`src/hw/rtl/tchc_pkg.sv`:
```
// Shared types and constants of the thermal cycler hold controller.
package tchc_pkg;

    localparam int SAMPLE_W    = 12;
    localparam int QUEUE_DEPTH = 4;
    localparam int QPTR_W      = $clog2(QUEUE_DEPTH);

    // Input opcodes.
    localparam logic [1:0] OP_SAMPLE = 2'd0;
    localparam logic [1:0] OP_TICK   = 2'd1;
    localparam logic [1:0] OP_START  = 2'd2;

    // Phase codes.
    localparam logic [1:0] PH_DENATURE = 2'd0;
    localparam logic [1:0] PH_ANNEAL   = 2'd1;
    localparam logic [1:0] PH_EXTEND   = 2'd2;

    // Configuration register indexes.
    localparam logic [2:0] CFG_DEN_TEMP  = 3'd0;
    localparam logic [2:0] CFG_DEN_SECS  = 3'd1;
    localparam logic [2:0] CFG_ANN_TEMP  = 3'd2;
    localparam logic [2:0] CFG_ANN_SECS  = 3'd3;
    localparam logic [2:0] CFG_EXT_TEMP  = 3'd4;
    localparam logic [2:0] CFG_EXT_SECS  = 3'd5;
    localparam logic [2:0] CFG_CYC_TOTAL = 3'd6;

    // Control law constants, temperatures in whole degrees.
    localparam logic [7:0] DUTY_OFF      = 8'd255;
    localparam logic [7:0] DUTY_FAN_HOT  = 8'd240;
    localparam logic [7:0] DUTY_HOLD     = 8'd192;
    localparam logic [7:0] DUTY_HOLD_HOT = 8'd120;
    localparam logic [7:0] BASE_NORMAL   = 8'd160;
    localparam logic [7:0] BASE_HOT      = 8'd128;
    localparam logic [7:0] TEMP_HOT      = 8'd85;
    localparam logic [7:0] TEMP_COOL     = 8'd60;
    localparam logic [7:0] TEMP_FAN      = 8'd90;
    localparam logic [8:0] HSC_MAX       = 9'd511;

    typedef enum logic [1:0] {
        K_SAMPLE = 2'd0,
        K_TICK   = 2'd1,
        K_START  = 2'd2,
        K_NOP    = 2'd3
    } t_kind;

    typedef struct packed {
        t_kind                kind;
        logic [SAMPLE_W-1:0]  sample;
    } t_item;

    typedef struct packed {
        logic [7:0] denature_temp;
        logic [7:0] denature_secs;
        logic [7:0] anneal_temp;
        logic [7:0] anneal_secs;
        logic [7:0] extend_temp;
        logic [7:0] extend_secs;
        logic [7:0] cycle_total;
    } t_cfg;

endpackage

```
`src/hw/rtl/tchc_in_if.sv`:
```
// Input channel of the thermal cycler hold controller: opcode and temperature sample.
interface tchc_in_if;
    logic        valid;
    logic        ready;
    logic [1:0]  opcode;
    logic [11:0] sample_temp;

    modport source (output valid, output opcode, output sample_temp, input ready);
    modport sink   (input valid, input opcode, input sample_temp, output ready);
endinterface

```
`src/hw/rtl/tchc_out_if.sv`:
```
// Result channel of the thermal cycler hold controller: heater, fan and run status.
interface tchc_out_if;
    logic       valid;
    logic       ready;
    logic [7:0] heater_duty;
    logic       fan_on;
    logic       window_ok;
    logic [1:0] phase_now;
    logic [7:0] cycle_now;
    logic       run_done;

    modport source (output valid, output heater_duty, output fan_on, output window_ok,
                    output phase_now, output cycle_now, output run_done, input ready);
    modport sink   (input valid, input heater_duty, input fan_on, input window_ok,
                    input phase_now, input cycle_now, input run_done, output ready);
endinterface

```
`src/hw/rtl/tchc_regs.sv`:
```
// Configuration register file with write port and reset defaults.
module tchc_regs (
    input  logic          i_clk,
    input  logic          i_rst_n,
    input  logic          i_cfg_we,
    input  logic [2:0]    i_cfg_idx,
    input  logic [7:0]    i_cfg_wdata,
    output tchc_pkg::t_cfg o_cfg
);
    import tchc_pkg::*;

    t_cfg r_cfg;

    always_ff @(posedge i_clk) begin
        if (!i_rst_n) begin
            r_cfg.denature_temp <= 8'd95;
            r_cfg.denature_secs <= 8'd30;
            r_cfg.anneal_temp   <= 8'd55;
            r_cfg.anneal_secs   <= 8'd30;
            r_cfg.extend_temp   <= 8'd72;
            r_cfg.extend_secs   <= 8'd60;
            r_cfg.cycle_total   <= 8'd30;
        end else if (i_cfg_we) begin
            unique case (i_cfg_idx)
                CFG_DEN_TEMP:  r_cfg.denature_temp <= i_cfg_wdata;
                CFG_DEN_SECS:  r_cfg.denature_secs <= i_cfg_wdata;
                CFG_ANN_TEMP:  r_cfg.anneal_temp   <= i_cfg_wdata;
                CFG_ANN_SECS:  r_cfg.anneal_secs   <= i_cfg_wdata;
                CFG_EXT_TEMP:  r_cfg.extend_temp   <= i_cfg_wdata;
                CFG_EXT_SECS:  r_cfg.extend_secs   <= i_cfg_wdata;
                CFG_CYC_TOTAL: r_cfg.cycle_total   <= i_cfg_wdata;
                default: begin
                    // Writes beyond the register list are dropped.
                end
            endcase
        end
    end

    assign o_cfg = r_cfg;
endmodule

```
`src/hw/rtl/tchc_front.sv`:
```
// Front end: accepts input beats and classifies the opcode into a queue item.
module tchc_front (
    tchc_in_if.sink        i_in,
    input  logic           i_q_full,
    output logic           o_push,
    output tchc_pkg::t_item o_item
);
    import tchc_pkg::*;

    assign i_in.ready = !i_q_full;
    assign o_push     = i_in.valid && !i_q_full;

    always_comb begin
        o_item.sample = i_in.sample_temp;
        unique case (i_in.opcode)
            OP_SAMPLE: o_item.kind = K_SAMPLE;
            OP_TICK:   o_item.kind = K_TICK;
            OP_START:  o_item.kind = K_START;
            default:   o_item.kind = K_NOP;
        endcase
    end
endmodule

```
`src/hw/rtl/tchc_queue.sv`:
```
// Small FIFO that decouples the front end from the execution back end.
module tchc_queue (
    input  logic            i_clk,
    input  logic            i_rst_n,
    input  logic            i_push,
    input  tchc_pkg::t_item i_item,
    output logic            o_full,
    input  logic            i_pop,
    output logic            o_valid,
    output tchc_pkg::t_item o_item
);
    import tchc_pkg::*;

    t_item             r_mem [QUEUE_DEPTH];
    logic [QPTR_W-1:0] r_wr_ptr;
    logic [QPTR_W-1:0] r_rd_ptr;
    logic [QPTR_W:0]   r_count;

    logic do_push;
    logic do_pop;

    assign o_full  = (r_count == (QPTR_W+1)'(QUEUE_DEPTH));
    assign o_valid = (r_count != '0);
    assign do_push = i_push && !o_full;
    assign do_pop  = i_pop && o_valid;
    assign o_item  = r_mem[r_rd_ptr];

    always_ff @(posedge i_clk) begin
        if (do_push) begin
            r_mem[r_wr_ptr] <= i_item;
        end
    end

    always_ff @(posedge i_clk) begin
        if (!i_rst_n) begin
            r_wr_ptr <= '0;
            r_rd_ptr <= '0;
            r_count  <= '0;
        end else begin
            if (do_push) begin
                r_wr_ptr <= r_wr_ptr + 1'b1;
            end
            if (do_pop) begin
                r_rd_ptr <= r_rd_ptr + 1'b1;
            end
            if (do_push && !do_pop) begin
                r_count <= r_count + 1'b1;
            end else if (do_pop && !do_push) begin
                r_count <= r_count - 1'b1;
            end
        end
    end
endmodule

```
`src/hw/rtl/tchc_back.sv`:
```
// Back end: executes queued items, keeps the run state and registers each result.
module tchc_back #(
    parameter int MAX_SAMPLES = 1023,
    parameter int FRAC_BITS   = 4
) (
    input  logic            i_clk,
    input  logic            i_rst_n,
    input  tchc_pkg::t_cfg  i_cfg,
    input  logic            i_q_valid,
    input  tchc_pkg::t_item i_q_item,
    output logic            o_q_pop,
    tchc_out_if.source      o_out
);
    import tchc_pkg::*;

    localparam int CNT_W = $clog2(MAX_SAMPLES + 1);
    localparam int SUM_W = SAMPLE_W + CNT_W;
    localparam int CW    = SAMPLE_W + 2 + FRAC_BITS;
    localparam int VW    = SAMPLE_W + 3 + FRAC_BITS;
    localparam int XW    = SUM_W + 2 + FRAC_BITS;
    localparam int PW    = 8 + CNT_W;

    typedef enum logic [1:0] {
        ST_EXEC = 2'b01,
        ST_SKIP = 2'b10
    } t_state;

    function automatic logic [7:0] f_target(t_cfg c, logic [1:0] ph);
        logic [7:0] t;
        case (ph)
            PH_ANNEAL: t = c.anneal_temp;
            PH_EXTEND: t = c.extend_temp;
            default:   t = c.denature_temp;
        endcase
        return t;
    endfunction

    function automatic logic [7:0] f_secs(t_cfg c, logic [1:0] ph);
        logic [7:0] s;
        case (ph)
            PH_ANNEAL: s = c.anneal_secs;
            PH_EXTEND: s = c.extend_secs;
            default:   s = c.denature_secs;
        endcase
        return s;
    endfunction

    t_state            r_state, n_state;
    logic              r_running, n_running;
    logic [1:0]        r_phase, n_phase;
    logic [7:0]        r_cycle, n_cycle;
    logic [8:0]        r_hsc, n_hsc;
    logic              r_tick_pend, n_tick_pend;
    logic [SUM_W-1:0]  r_sum, n_sum;
    logic [CNT_W-1:0]  r_cnt, n_cnt;
    logic              r_win, n_win;
    logic [7:0]        r_duty, n_duty;
    logic              r_fan, n_fan;

    logic              r_out_valid;
    logic [7:0]        r_out_duty;
    logic              r_out_fan;
    logic              r_out_win;
    logic [1:0]        r_out_phase;
    logic [7:0]        r_out_cycle;
    logic              r_out_done;

    logic [7:0]        t_cur;
    logic [7:0]        secs_cur;
    logic [7:0]        secs_nxt;
    logic [SAMPLE_W-1:0] sample;
    logic              out_free;
    logic              adv;
    logic              chk;
    logic              need_skip;
    logic              emit;

    // Control law datapath.
    logic [8:0]            lo9;
    logic [CW-1:0]         s2_d, thr_lo, thr_hi, thr_fan;
    logic                  is_low, is_high, hot;
    logic signed [9:0]     bt;
    logic signed [VW-1:0]  v;
    logic [7:0]            duty_low, duty_high, duty_mid, duty_drive;

    // Window check datapath.
    logic [PW-1:0]         prod;
    logic [XW-1:0]         s2w, hi_n, lo_n;
    logic                  win_bad;

    logic [8:0]            hsc_inc;

    assign t_cur    = f_target(i_cfg, r_phase);
    assign secs_cur = f_secs(i_cfg, r_phase);
    assign sample   = i_q_item.sample;
    assign out_free = !r_out_valid || o_out.ready;
    assign hsc_inc  = (r_hsc == HSC_MAX) ? r_hsc : r_hsc + 9'd1;

    always_comb begin
        lo9     = {t_cur, 1'b0} - 9'd1;
        s2_d    = CW'({sample, 1'b0});
        thr_lo  = CW'(lo9) << FRAC_BITS;
        thr_hi  = CW'({t_cur, 1'b1}) << FRAC_BITS;
        thr_fan = CW'(TEMP_FAN) << FRAC_BITS;
        is_low  = (t_cur != 8'd0) && (s2_d < thr_lo);
        is_high = s2_d > thr_hi;
        hot     = t_cur > TEMP_HOT;
        bt      = $signed({2'b00, (hot ? BASE_HOT : BASE_NORMAL)}) - $signed({2'b00, t_cur});
        v       = (VW'(bt) <<< FRAC_BITS) + VW'($signed({1'b0, sample}));
        // A negative heating value saturates at full heat.
        duty_low  = (v[VW-1] || (v == '0)) ? 8'd0 : v[FRAC_BITS +: 8];
        duty_high = (CW'(sample) > thr_fan) ? DUTY_FAN_HOT : DUTY_OFF;
        if (hot) begin
            duty_mid = DUTY_HOLD_HOT;
        end else if (t_cur < TEMP_COOL) begin
            duty_mid = DUTY_OFF;
        end else begin
            duty_mid = DUTY_HOLD;
        end
        if (is_low) begin
            duty_drive = duty_low;
        end else if (is_high) begin
            duty_drive = duty_high;
        end else begin
            duty_drive = duty_mid;
        end
    end

    // Mean versus target +/-1.5 degrees, cross-multiplied by the count.
    always_comb begin
        prod    = PW'(t_cur) * PW'(r_cnt);
        s2w     = XW'({r_sum, 1'b0});
        hi_n    = XW'({prod, 1'b0}) + XW'({r_cnt, 1'b0}) + XW'(r_cnt);
        lo_n    = XW'({prod, 1'b0}) - XW'({r_cnt, 1'b0}) - XW'(r_cnt);
        win_bad = (r_cnt != '0) &&
                  ((s2w >= (hi_n << FRAC_BITS)) ||
                   ((t_cur >= 8'd2) && (s2w <= (lo_n << FRAC_BITS))));
    end

    always_comb begin
        n_state     = r_state;
        n_running   = r_running;
        n_phase     = r_phase;
        n_cycle     = r_cycle;
        n_hsc       = r_hsc;
        n_tick_pend = r_tick_pend;
        n_sum       = r_sum;
        n_cnt       = r_cnt;
        n_win       = r_win;
        n_duty      = r_duty;
        n_fan       = r_fan;
        o_q_pop     = 1'b0;
        adv         = 1'b0;
        chk         = 1'b0;
        emit        = 1'b0;

        unique case (r_state)
            ST_EXEC: begin
                if (i_q_valid && out_free) begin
                    o_q_pop = 1'b1;
                    unique case (i_q_item.kind)
                        K_SAMPLE: begin
                            if (r_running) begin
                                n_duty = duty_drive;
                                n_fan  = is_high && !is_low;
                                if (r_tick_pend) begin
                                    n_tick_pend = 1'b0;
                                    n_win       = !win_bad;
                                    n_sum       = '0;
                                    n_cnt       = '0;
                                    if (win_bad) begin
                                        n_hsc = '0;
                                    end
                                end else if (r_cnt < CNT_W'(MAX_SAMPLES)) begin
                                    n_sum = r_sum + SUM_W'(sample);
                                    n_cnt = r_cnt + 1'b1;
                                end
                            end
                        end
                        K_TICK: begin
                            n_tick_pend = 1'b1;
                            chk         = 1'b1;
                            if (r_running) begin
                                n_hsc = hsc_inc;
                                adv   = (hsc_inc >= {secs_cur, 1'b0});
                            end
                        end
                        K_START: begin
                            n_running = (i_cfg.cycle_total != 8'd0);
                            n_phase   = PH_DENATURE;
                            n_cycle   = '0;
                            n_hsc     = '0;
                            n_sum     = '0;
                            n_cnt     = '0;
                            chk       = 1'b1;
                        end
                        default: begin
                        end
                    endcase
                end
            end
            ST_SKIP: begin
                adv = 1'b1;
                chk = 1'b1;
            end
            default: begin
                n_state = ST_EXEC;
            end
        endcase

        // Phase end.
        if (adv) begin
            n_hsc  = '0;
            n_sum  = '0;
            n_cnt  = '0;
            n_duty = DUTY_OFF;
            n_fan  = 1'b0;
            if (n_phase == PH_EXTEND) begin
                n_phase = PH_DENATURE;
                n_cycle = n_cycle + 8'd1;
                if (n_cycle >= i_cfg.cycle_total) begin
                    n_running = 1'b0;
                end
            end else begin
                n_phase = n_phase + 2'd1;
            end
        end

        // Zero-length phases are passed over one per cycle.
        secs_nxt  = f_secs(i_cfg, n_phase);
        need_skip = chk && n_running && (n_hsc >= {secs_nxt, 1'b0});

        if (r_state == ST_SKIP) begin
            if (!need_skip) begin
                emit    = 1'b1;
                n_state = ST_EXEC;
            end
        end else if (o_q_pop) begin
            if (need_skip) begin
                n_state = ST_SKIP;
            end else begin
                emit = 1'b1;
            end
        end
    end

    always_ff @(posedge i_clk) begin
        if (!i_rst_n) begin
            r_state     <= ST_EXEC;
            r_running   <= 1'b0;
            r_phase     <= PH_DENATURE;
            r_cycle     <= '0;
            r_hsc       <= '0;
            r_tick_pend <= 1'b0;
            r_sum       <= '0;
            r_cnt       <= '0;
            r_win       <= 1'b0;
            r_duty      <= DUTY_OFF;
            r_fan       <= 1'b0;
            r_out_valid <= 1'b0;
        end else begin
            r_state     <= n_state;
            r_running   <= n_running;
            r_phase     <= n_phase;
            r_cycle     <= n_cycle;
            r_hsc       <= n_hsc;
            r_tick_pend <= n_tick_pend;
            r_sum       <= n_sum;
            r_cnt       <= n_cnt;
            r_win       <= n_win;
            r_duty      <= n_duty;
            r_fan       <= n_fan;
            if (emit) begin
                r_out_valid <= 1'b1;
            end else if (o_out.ready) begin
                r_out_valid <= 1'b0;
            end
        end
    end

    always_ff @(posedge i_clk) begin
        if (emit) begin
            r_out_duty  <= n_duty;
            r_out_fan   <= n_fan;
            r_out_win   <= n_win;
            r_out_phase <= n_phase;
            r_out_cycle <= n_cycle;
            r_out_done  <= !n_running;
        end
    end

    assign o_out.valid       = r_out_valid;
    assign o_out.heater_duty = r_out_duty;
    assign o_out.fan_on      = r_out_fan;
    assign o_out.window_ok   = r_out_win;
    assign o_out.phase_now   = r_out_phase;
    assign o_out.cycle_now   = r_out_cycle;
    assign o_out.run_done    = r_out_done;
endmodule

```
`src/hw/rtl/thermal_cycler_hold_controller.sv`:
```
// Top level of the thermal cycler hold controller: registers, front end, queue and back end.
//
//   Channel   Direction  Beat contents
//   --------  ---------  ---------------------------------------------------------
//   i_in      in         opcode, sample_temp (sample, half-second tick, start)
//   o_out     out        heater_duty, fan_on, window_ok, phase_now, cycle_now, run_done
//   i_cfg_*   in         register index and 8-bit value, written on i_cfg_we
//
// Every input beat produces exactly one result beat. In steady flow, with results taken
// and no phase passed over, one beat is taken and one result is delivered per cycle,
// through the queue and the result register. A tick that ends a phase, or a start,
// holds the back end in its skip state while zero-length phases are passed over; the
// back end steps one phase per cycle through the sequencer. Reset is synchronous and
// active low and loads the default recipe; there is no clearing pass. The four-entry
// queue and the result register let either side stall without stopping the other.
module thermal_cycler_hold_controller #(
    parameter int MAX_SAMPLES = 1023,
    parameter int FRAC_BITS   = 4
) (
    input  logic        i_clk,
    input  logic        i_rst_n,
    tchc_in_if.sink     i_in,
    tchc_out_if.source  o_out,
    input  logic        i_cfg_we,
    input  logic [2:0]  i_cfg_idx,
    input  logic [7:0]  i_cfg_wdata
);
    import tchc_pkg::*;

    // Recipe registers, shared by the whole back end.
    t_cfg  cfg;

    // Front end to queue.
    logic  push;
    t_item push_item;
    logic  q_full;

    // Queue to back end.
    logic  q_valid;
    t_item q_item;
    logic  q_pop;

    tchc_regs u_regs (
        .i_clk       (i_clk),
        .i_rst_n     (i_rst_n),
        .i_cfg_we    (i_cfg_we),
        .i_cfg_idx   (i_cfg_idx),
        .i_cfg_wdata (i_cfg_wdata),
        .o_cfg       (cfg)
    );

    // The front end accepts a beat whenever the queue has room.
    tchc_front u_front (
        .i_in     (i_in),
        .i_q_full (q_full),
        .o_push   (push),
        .o_item   (push_item)
    );

    tchc_queue u_queue (
        .i_clk   (i_clk),
        .i_rst_n (i_rst_n),
        .i_push  (push),
        .i_item  (push_item),
        .o_full  (q_full),
        .i_pop   (q_pop),
        .o_valid (q_valid),
        .o_item  (q_item)
    );

    // The back end runs the control law, the window check and the phase sequencer,
    // and holds each result in its output register until it is taken.
    tchc_back #(
        .MAX_SAMPLES (MAX_SAMPLES),
        .FRAC_BITS   (FRAC_BITS)
    ) u_back (
        .i_clk     (i_clk),
        .i_rst_n   (i_rst_n),
        .i_cfg     (cfg),
        .i_q_valid (q_valid),
        .i_q_item  (q_item),
        .o_q_pop   (q_pop),
        .o_out     (o_out)
    );
endmodule

```
`src/flat_wrapper.sv`:
```
// flat-port wrapper written by rule: the top's interface ports become plain ports
module thermal_cycler_hold_controller_flat import tchc_pkg::*;
#(
    parameter int MAX_SAMPLES = 1023,
    parameter int FRAC_BITS   = 4
)
  (i_clk, i_rst_n, i_cfg_we, i_cfg_idx, i_cfg_wdata, i_in_valid, i_in_opcode, i_in_sample_temp, i_in_ready, o_out_valid, o_out_heater_duty, o_out_fan_on, o_out_window_ok, o_out_phase_now, o_out_cycle_now, o_out_run_done, o_out_ready);
  tchc_in_if i_in_i ();
  tchc_out_if o_out_i ();
  input  logic i_clk;
  input  logic i_rst_n;
  input  logic i_cfg_we;
  input  logic [2:0] i_cfg_idx;
  input  logic [7:0] i_cfg_wdata;
  input wire logic [$bits(i_in_i.valid)-1:0] i_in_valid;
  input wire logic [$bits(i_in_i.opcode)-1:0] i_in_opcode;
  input wire logic [$bits(i_in_i.sample_temp)-1:0] i_in_sample_temp;
  output wire logic [$bits(i_in_i.ready)-1:0] i_in_ready;
  output wire logic [$bits(o_out_i.valid)-1:0] o_out_valid;
  output wire logic [$bits(o_out_i.heater_duty)-1:0] o_out_heater_duty;
  output wire logic [$bits(o_out_i.fan_on)-1:0] o_out_fan_on;
  output wire logic [$bits(o_out_i.window_ok)-1:0] o_out_window_ok;
  output wire logic [$bits(o_out_i.phase_now)-1:0] o_out_phase_now;
  output wire logic [$bits(o_out_i.cycle_now)-1:0] o_out_cycle_now;
  output wire logic [$bits(o_out_i.run_done)-1:0] o_out_run_done;
  input wire logic [$bits(o_out_i.ready)-1:0] o_out_ready;
  assign i_in_i.valid = i_in_valid;
  assign i_in_i.opcode = i_in_opcode;
  assign i_in_i.sample_temp = i_in_sample_temp;
  assign i_in_ready = i_in_i.ready;
  assign o_out_valid = o_out_i.valid;
  assign o_out_heater_duty = o_out_i.heater_duty;
  assign o_out_fan_on = o_out_i.fan_on;
  assign o_out_window_ok = o_out_i.window_ok;
  assign o_out_phase_now = o_out_i.phase_now;
  assign o_out_cycle_now = o_out_i.cycle_now;
  assign o_out_run_done = o_out_i.run_done;
  assign o_out_i.ready = o_out_ready;
  thermal_cycler_hold_controller #(.MAX_SAMPLES(MAX_SAMPLES), .FRAC_BITS(FRAC_BITS)) u_core (.i_clk(i_clk), .i_rst_n(i_rst_n), .i_in(i_in_i), .o_out(o_out_i), .i_cfg_we(i_cfg_we), .i_cfg_idx(i_cfg_idx), .i_cfg_wdata(i_cfg_wdata));
endmodule
```
`config.mk`:
```
export PLATFORM = sky130hd
export DESIGN_NAME = thermal_cycler_hold_controller_flat
export DESIGN_NICKNAME = d
export VERILOG_FILES = /design/src/hw/rtl/tchc_pkg.sv /design/src/hw/rtl/tchc_in_if.sv /design/src/hw/rtl/tchc_out_if.sv /design/src/hw/rtl/tchc_regs.sv /design/src/hw/rtl/tchc_front.sv /design/src/hw/rtl/tchc_queue.sv /design/src/hw/rtl/tchc_back.sv /design/src/hw/rtl/thermal_cycler_hold_controller.sv /design/src/flat_wrapper.sv
export SDC_FILE = /design/constraint.sdc
export NUM_CORES = 1
export LEC_CHECK = 0
export BUFFER_PORTS_ARGS = -buffer_cell sky130_fd_sc_hd__buf_2
export CORE_MARGIN = 5
export CORE_UTILIZATION = 40
export DETAILED_ROUTE_END_ITERATION = 10
export PLACE_DENSITY = 0.61
export SLEW_MARGIN = 15
export SYNTH_ARGS = -nofsm -noshare
export SYNTH_HDL_FRONTEND = slang
export SYNTH_SLANG_ARGS = --single-unit
export TNS_END_PERCENT = 5
```
`constraint.sdc`:
```
create_clock -name i_clk -period 29.6 [get_ports i_clk]
set_input_delay 2.96 -clock i_clk [delete_from_list [all_inputs] [get_ports i_clk]]
set_output_delay 2.96 -clock i_clk [all_outputs]
set_load 0.01 [all_outputs]
```
---- Word-level counts from Yosys, hierarchy flattened ----
Memory sizes are Yosys's and may differ from the RTL's. A register that Yosys moved wholly into a read port is not among the register bits.
Cells that the tools add are included.
storage, ports and cells
  memories kept ........................... 1
  RAM bits ................................ 56
  flip-flop bits (word level) ............. 150
  output and inout bits ................... 23
memories
  name                  words  width  read ports  clocked after Yosys merged registers in  write ports  line              source
  u_core.u_queue.r_mem  4      14     1           1                                        1            tchc_queue.sv:14  t_item r_mem [QUEUE_DEPTH];
cells by class
  reduce and logical (&&, ||, !) cells .... 46
  multiplexer cells ....................... 86
  bitwise logic cells ..................... 1
  equality and inequality tests ........... 21
  add/sub/neg operators ................... 16
  order comparisons ....................... 12
  multipliers ............................. 1
operator list
  kind                number
  $mux W8             14
  $mux W9             8
  $mux W22            3
  $pmux W8 S2         3
  $pmux W22 S2        1
  $mux W1             31
  $mux W10            3
  $le A23 B28 Y1      1
  $pmux W9 S3         1
  $ge A23 B25 Y1      1
  $mux W2             12
  $add A22 B12 Y22    1
  $add A20 B10 Y21    1
  $sub A20 B11 Y21    1
  $add A19 B11 Y20    1
  $pmux W10 S2        1
  $sub A19 B11 Y20    1
  $logic_not A19 Y1   1
  $ge A9 B9 Y1        2
  $mul A8 B10 Y18     1
  $reduce_bool A8 Y1  2
  $add A13 B13 Y14    1
  $reduce_and A2 Y1   7
  $gt A13 B13 Y1      1
  other kinds (40)    84

---- Depth between registers and ports, before layout ----
  depth after elaboration ................. 22
  mapped depth ............................ 56
  depth with buffers taken out ............ 53

---- Modules after synthesis ----
A second synthesis with hierarchy kept.
second synthesis, totals
  cells, all modules ...................... 1,843
  area total of the unflattened synthesis .. 16,993.8 µm²
by module, submodules not included
  module      area each (µm²)  seq. area each (µm²)  cells an instance  instances
  tchc_back   12,174.2         1,951.9               1,500              1
  tchc_queue  2,523.7          1,861.8               121                1
  tchc_regs   2,188.3          1,121.1               206                1
  tchc_front  107.6            0.0                   16                 1

---- Least setup slack after synthesis ----
Ideal clock, no wire load.
  path type ............................... register -> register
  start ................................... register u_core.u_back.r_phase[0]
  end ..................................... register u_core.u_back.r_out_cycle[0], in the netlist u_core.u_back.o_out.cycle_now[0] (enable)
  stages on the path, launching flop included .. 54
  setup time .............................. 0.381 ns
  slack ................................... 17.780 ns
  period minus slack after synthesis ...... 11.820 ns
  data arrival time ....................... 11.439 ns
  cells stage by stage .................... dfxtp_1 inv_1 ha_1 buf_2 buf_1 clkbuf_1 o21ai_1 inv_1 clkbuf_1 nor2_1 fa_1 fa_1 fa_1 inv_1 fa_1 inv_1 ha_1 nand3_1 [18 not listed] a221oi_1 or2_2 a21oi_1 nor3_4 o21ai_1 nor2_1 ha_1 nor2b_1 o21a_1 o21a_1 o21a_1 o21a_1 o21a_1 o21a_1 nor3_1 o21ai_0 nand2_2 o32a_1
on the way
  longest elaborated chain between the ends .. 21
  elaborated cells on any way between the ends .. 45
ends and longest elaborated chain
  element                                       line                                source
  start: declaration                            tchc_back.sv:50                     logic [1:0] r_phase, n_phase;
  start signal: assignment                      tchc_back.sv:264                    r_phase <= n_phase;
  $eq A2 B2 Y1 or $eq A2 B1 Y1 (tied branches)  tchc_back.sv:30, tchc_back.sv:40
  $pmux W8 S2                                   tchc_back.sv:30                     case (ph)
  $mul A8 B10 Y18                               tchc_back.sv:131                    prod = PW'(t_cur) * PW'(r_cnt);
  $sub A19 B11 Y20                              tchc_back.sv:134                    lo_n = XW'({prod, 1'b0}) - XW'({r_cnt, 1'b0}) - XW'(r_cnt);
  $sub A20 B11 Y21                              tchc_back.sv:134
  $le A23 B28 Y1                                tchc_back.sv:137                    ((t_cur >= 8'd2) && (s2w <= (lo_n << FRAC_BITS))));
  $logic_and A1 B1 Y1                           tchc_back.sv:137
  $logic_or A1 B1 Y1                            tchc_back.sv:136                    ((s2w >= (hi_n << FRAC_BITS)) ||
  [7 not listed]                                --
  $mux W9 (*)                                   tchc_back.sv:212                    if (adv) begin
  named net u_core.u_back.n_hsc[2]              tchc_back.sv:52                     logic [8:0] r_hsc, n_hsc;
  $ge A9 B9 Y1 (*)                              tchc_back.sv:231                    need_skip = chk && n_running && (n_hsc >= {secs_nxt, 1'b0});
  $logic_and A1 B1 Y1 (*)                       tchc_back.sv:231
  $mux W1 (*)                                   tchc_back.sv:234, tchc_back.sv:239
  $mux W1                                       tchc_back.sv:238                    end else if (o_q_pop) begin
  $mux W1 (*)                                   tchc_back.sv:233                    if (r_state == ST_SKIP) begin
  named net u_core.u_back.emit                  tchc_back.sv:76                     logic emit;
  end signal: assignment                        tchc_back.sv:287                    r_out_cycle <= n_cycle;
  end: declaration                              tchc_back.sv:65                     logic [7:0] r_out_cycle;
Mark *: on every way through the listed nets, which the timed path passes. The rest lies on a longest branch.
A chain may end at the register's enable or synchronous reset.

---- Final worst setup path ----
  start ................................... register u_core.u_back.r_phase[0]
  end ..................................... register u_core.u_back.r_out_fan, in the netlist u_core.u_back.o_out.fan_on (enable)
on the way
  longest elaborated chain between the ends .. 21
  elaborated cells on any way between the ends .. 45
ends and longest elaborated chain
  element                                       line                                source
  $eq A2 B2 Y1 or $eq A2 B1 Y1 (tied branches)  tchc_back.sv:30, tchc_back.sv:40
  $pmux W8 S2                                   tchc_back.sv:30
  $mul A8 B10 Y18                               tchc_back.sv:131
  $sub A19 B11 Y20                              tchc_back.sv:134
  $sub A20 B11 Y21                              tchc_back.sv:134
  $le A23 B28 Y1                                tchc_back.sv:137
  $logic_and A1 B1 Y1                           tchc_back.sv:137
  $logic_or A1 B1 Y1                            tchc_back.sv:136
  [7 not listed]                                --
  $mux W9 (*)                                   tchc_back.sv:212
  named net u_core.u_back.n_hsc[2]              tchc_back.sv:52
  $ge A9 B9 Y1 (*)                              tchc_back.sv:231
  $logic_and A1 B1 Y1 (*)                       tchc_back.sv:231
  $mux W1 (*)                                   tchc_back.sv:234, tchc_back.sv:239
  $mux W1                                       tchc_back.sv:238
  $mux W1 (*)                                   tchc_back.sv:233
  named net u_core.u_back.emit                  tchc_back.sv:76
  end signal: assignment                        tchc_back.sv:284                    r_out_fan <= n_fan;
  end: declaration                              tchc_back.sv:62                     logic r_out_fan;
Marks and branches as above.

==> flow_summary.ini <==
[synthesis]
synth_fp_nets = 2186
synthDominantAreaCellType = sky130_fd_sc_hd__dfxtp_1
leading_post_synthesis_cells_by_instance_count = sky130_fd_sc_hd__ha_1 (198), sky130_fd_sc_hd__nor2_1 (189), sky130_fd_sc_hd__nand2_1 (187), sky130_fd_sc_hd__inv_1 (148), sky130_fd_sc_hd__dfxtp_1 (131)
ys_top_cells_by_area = sky130_fd_sc_hd__dfxtp_1 (15%), sky130_fd_sc_hd__ha_1 (15%), sky130_fd_sc_hd__edfxtp_1 (14%), sky130_fd_sc_hd__fa_1 (7.3%), sky130_fd_sc_hd__nor2_1 (4.2%)
syn-mean-instance-area_sq_um = 8.98
synthCells = 1896
synth.yosys.seq_area_share_pct = 29.0
synth_top_cell_area_share_pct = 15.4
synth_edf_count = 77
yosys.cell_count.top_type = sky130_fd_sc_hd__ha_1
synth_top_flop_cell = sky130_fd_sc_hd__dfxtp_1
synth.ff_latch_count = 208
synth-warning-count = 0
count_of_distinct_cell_types_in_the_synthesized_netlist = 93
ys_async_sr_fraction_pct = 0
syn-cell-area_sq_um = 17000

[detailed_routing]
drc = 0
drt-pass1-iter-count = 7
first_iter_violations = 966
drt_wl_total_microns = 45200
viasPerCell = 5.56
antenna_left = 0
routed-via-count = 13700
drt-wirelength-per-cell_microns = 18.3

[placement]
gpl.final_weighted_congestion = 0.866
place_ws_ns = 16.42
detailed_place_hpwl_microns = 35000
placedCellCount = 2430
buffer_ports.inserted = 52

[worst_setup_path]
timing.critical_path.from_type = register
regToRegStartpoint = u_core.u_back.r_phase[0]
cpMostUsedCell = sky130_fd_sc_hd__o21a_1
worst_r2r_path_cells = 50
critical_path_peak_fanout = 25
cp-end-kind = register
worstReg2RegEnd = u_core.u_back.o_out.fan_on
timing.setup.critical_path_class = reg -> reg
critical_path.slowest_cell = sky130_fd_sc_hd__o32a_1
worst_ep_required_time_ns = 29.73
slowest_delay_ns = 0.92
worstPathArrival_ns = 13.42
reg2reg_slack_ns = 16.31

[power_and_ir_drop]
p_sw_share_pct = 41.7
leakagePower_nw = 8.23
clock_power_share_pct = 20.7
power.sequential.fraction_pct = 24.8
power.combinational.fraction_pct = 54.5
worst_ir_drop_vdd_uv = 54.2
power.total_mw = 1.44
switchingPower_mw = 0.599
power_report.internal_total_mw = 0.838
power_density_nw_per_um2 = 77.4

[clock_tree]
clock_tree_root_buffer_cell = sky130_fd_sc_hd__clkbuf_16
cts_inserted_buffers = 24
clock_tree_from_tritoncts = yes
cts_resized = 0
clock_tree.htree_level_count = 1
cts_sinks = 208
cts-hold-fix-buffers = 0
number_of_buffers_between_clock_root_and_the_deepest_sink = 3
post-cts-setup-buffers = 0
clkLatencyLatePin_ns = 0.53
cts.clk_slew.worst_paths_ns = 0.07

[hold_path]
hold_path_startpoint = u_core.u_back.r_duty[7]
hold_end = u_core.u_back.r_duty[7]
worst_hold_path_type = reg -> reg
timing.hold.worst_path_depth = 2

[global_routing]
grt_max_degree = 86
globalRouteTotalUtil_pct = 18.9
grt_antenna_before_repair = 0
grt_pass1_wl_microns = 73100
via_count_of_the_first_global_routing_pass = 13600
gr-total-overflow = 0

[run_status]
status = completed

[finish]
relative_area_change_from_synthesis_to_final_layout_pct = 9.03
finalCoreUtilization_pct = 44.2
final-instance-count-excl-fill = 2474
n_antenna_cell = 0
post_route_cells_drive_above_1_share_pct = 8.22
layout.nets = 2207

[floorplanning]
number_of_primary_i_o_pins = 53
fp.dieW_microns = 216
core_region_area_sq_um = 42000
die_h_microns = 216
placement_rows = 75
initial_core_util_pct = 40.5
dieArea_sq_um = 46800

[sta]
setup-tns-final_ns = 0
finalWorstSetupSlack_ns = 16.31
worst_slew_margin_rel_pct = 24.0
final.min_clock_period_ns = 13.29
tightest_slew_ns = 1.13
timing.clock.skew_ns = 0.0165
timing.final.max_slew_violations = 0
fin_crit_sh_pct = 44.9
setup_viol = 0
setup_repair_after_global_routing_missed_its_margin = no
timing.final.hold_violations = 0
achievable-frequency_ghz = 0.0753

[run]
max_cap_viol_count = 0
[power groups by stage]
| stage | registers [mW] | clock network, mW | logic (mW) |
|---|---|---|---|
| finish | 0.356 | 0.298 | 0.783 |
| CTS | 0.357 | 0.304 | 0.783 |
| detailed placement | 0.363 | 0 | 0.776 |
| global route | 0.361 | 0.318 | 0.871 |
| global placement | 0.362 | 0 | 0.764 |
| floorplan | 0.353 | 0 | 0.592 |
[worst max-delay path: cells and delay by family, from the launching register on]
| kind | cells | cell delay (ns) |
|---|---|---|
| AOI/OAI and AO/OA | 21 | 4.86 |
| xor gates and xnor gates | 2 | 0.22 |
| adders and majority gates | 9 | 4.11 |
| buffers and inverters | 7 | 1.08 |
| DFF | 1 | 0.35 |
| and+or+nand+nor | 11 | 2.19 |
[through the flow]
step	hold slack (ns)	instance area, sq um
2_1_floorplan	0.417	17000
3_3_place_gp	0.438	17800
3_5_place_dp	0.444	17800
4_1_cts	0.460	18600
5_1_grt	0.493	18600
6_report	0.458	18600
[registers in the layout (all words and copies together), names as in the netlist, 2 cells and up, named ones only]
| register | count |
|---|---|
| u_core.u_queue.r_mem | 56 |
| u_core.u_regs.o_cfg | 56 |
| u_core.u_back.r_sum | 22 |
| u_core.u_back.r_cnt | 10 |
| u_core.u_back.r_hsc | 9 |
| u_core.u_back.o_out.cycle_now | 8 |
| u_core.u_back.o_out.heater_duty | 8 |
| u_core.u_back.r_cycle | 8 |
| u_core.u_back.r_duty | 8 |
| u_core.u_queue.r_count | 3 |
| u_core.u_back.o_out.phase_now | 2 |
| u_core.u_back.r_phase | 2 |
| u_core.u_back.r_state | 2 |
| u_core.u_queue.r_rd_ptr | 2 |
| u_core.u_queue.r_wr_ptr | 2 |
[area by class of cell]
class                           count  area, sq um
Clock inverter                     10          103
Fill cell                        4094        23500
Clock buffer                       34          679
Multi-Input combinational cell   1464        11200
Tap cell                          539          674
Timing Repair Buffer               62          335
Sequential cell                   208         4930
Inverter                          157          589
[layer usage]
layer	part of all wire, %	vias to the layer above	track usage [%]
met2	48	270	32.7
met5	0	-	0
met4	3.0	0	5.70
li1	-	6718	-
met3	3.4	72	1.97
met1	45	6687	25.2
[worst max-delay path by stage]
stage | start | to | slack, ns | cells after the start
after floorplan | u_core.u_back.r_phase[0] | u_core.u_back.o_out.cycle_now[0] | 17.78 | 53
after global placement | u_core.u_back.r_phase[0] | u_core.u_back.o_out.cycle_now[0] | 16.77 | 50
after detailed placement | u_core.u_back.r_phase[0] | u_core.u_back.o_out.heater_duty[3] | 16.42 | 50
after CTS | u_core.u_back.r_phase[0] | u_core.u_back.o_out.fan_on | 16.37 | 50
after global routing | u_core.u_back.r_phase[0] | u_core.u_back.o_out.heater_duty[4] | 15.42 | 50
final | u_core.u_back.r_phase[0] | u_core.u_back.o_out.fan_on | 16.31 | 50
[cell families (layout without fill, tap and decap cells)]
kind of cell | count (synthesis) | in the layout | synth area share (%)
simple gates | 662 | 662 | 18.7
flops | 208 | 208 | 29.0
fa+ha+maj | 260 | 260 | 21.8
mux | 20 | 20 | 2.20
compound gates | 407 | 407 | 17.2
buf+inv | 224 | 263 | 5.05
xor+xnor | 115 | 115 | 5.96
[placed cells by master, fill, tap and decap left out, types with 6 or more instances in the layout]
master	count
sky130_fd_sc_hd__ha_1	198
sky130_fd_sc_hd__nor2_1	189
sky130_fd_sc_hd__nand2_1	187
sky130_fd_sc_hd__inv_1	148
sky130_fd_sc_hd__dfxtp_1	131
sky130_fd_sc_hd__a21oi_1	93
sky130_fd_sc_hd__xnor2_1	78
sky130_fd_sc_hd__edfxtp_1	77
sky130_fd_sc_hd__nand3_1	72
sky130_fd_sc_hd__fa_1	62
sky130_fd_sc_hd__buf_2	52
sky130_fd_sc_hd__a21o_1	46
sky130_fd_sc_hd__o21ai_0	43
sky130_fd_sc_hd__xor2_1	36
sky130_fd_sc_hd__a21boi_0	32
sky130_fd_sc_hd__and2_1	31
sky130_fd_sc_hd__nand2b_1	31
sky130_fd_sc_hd__a22oi_1	29
sky130_fd_sc_hd__nor3_1	27
sky130_fd_sc_hd__and3_1	25
sky130_fd_sc_hd__clkbuf_16	25
sky130_fd_sc_hd__nor2b_1	23
sky130_fd_sc_hd__o21a_1	18
sky130_fd_sc_hd__nand4_1	18
sky130_fd_sc_hd__o21bai_1	17
sky130_fd_sc_hd__o211ai_1	15
sky130_fd_sc_hd__mux4_2	14
sky130_fd_sc_hd__a221o_1	12
sky130_fd_sc_hd__o21ai_1	10
sky130_fd_sc_hd__clkinv_1	10
sky130_fd_sc_hd__or2_2	10
sky130_fd_sc_hd__buf_4	10
sky130_fd_sc_hd__a211oi_1	9
sky130_fd_sc_hd__or3_1	9
sky130_fd_sc_hd__a211o_1	8
sky130_fd_sc_hd__nor4_1	8
sky130_fd_sc_hd__clkbuf_1	7
sky130_fd_sc_hd__mux2i_1	6
No activity file was read; power rests on OpenSTA's default activity.
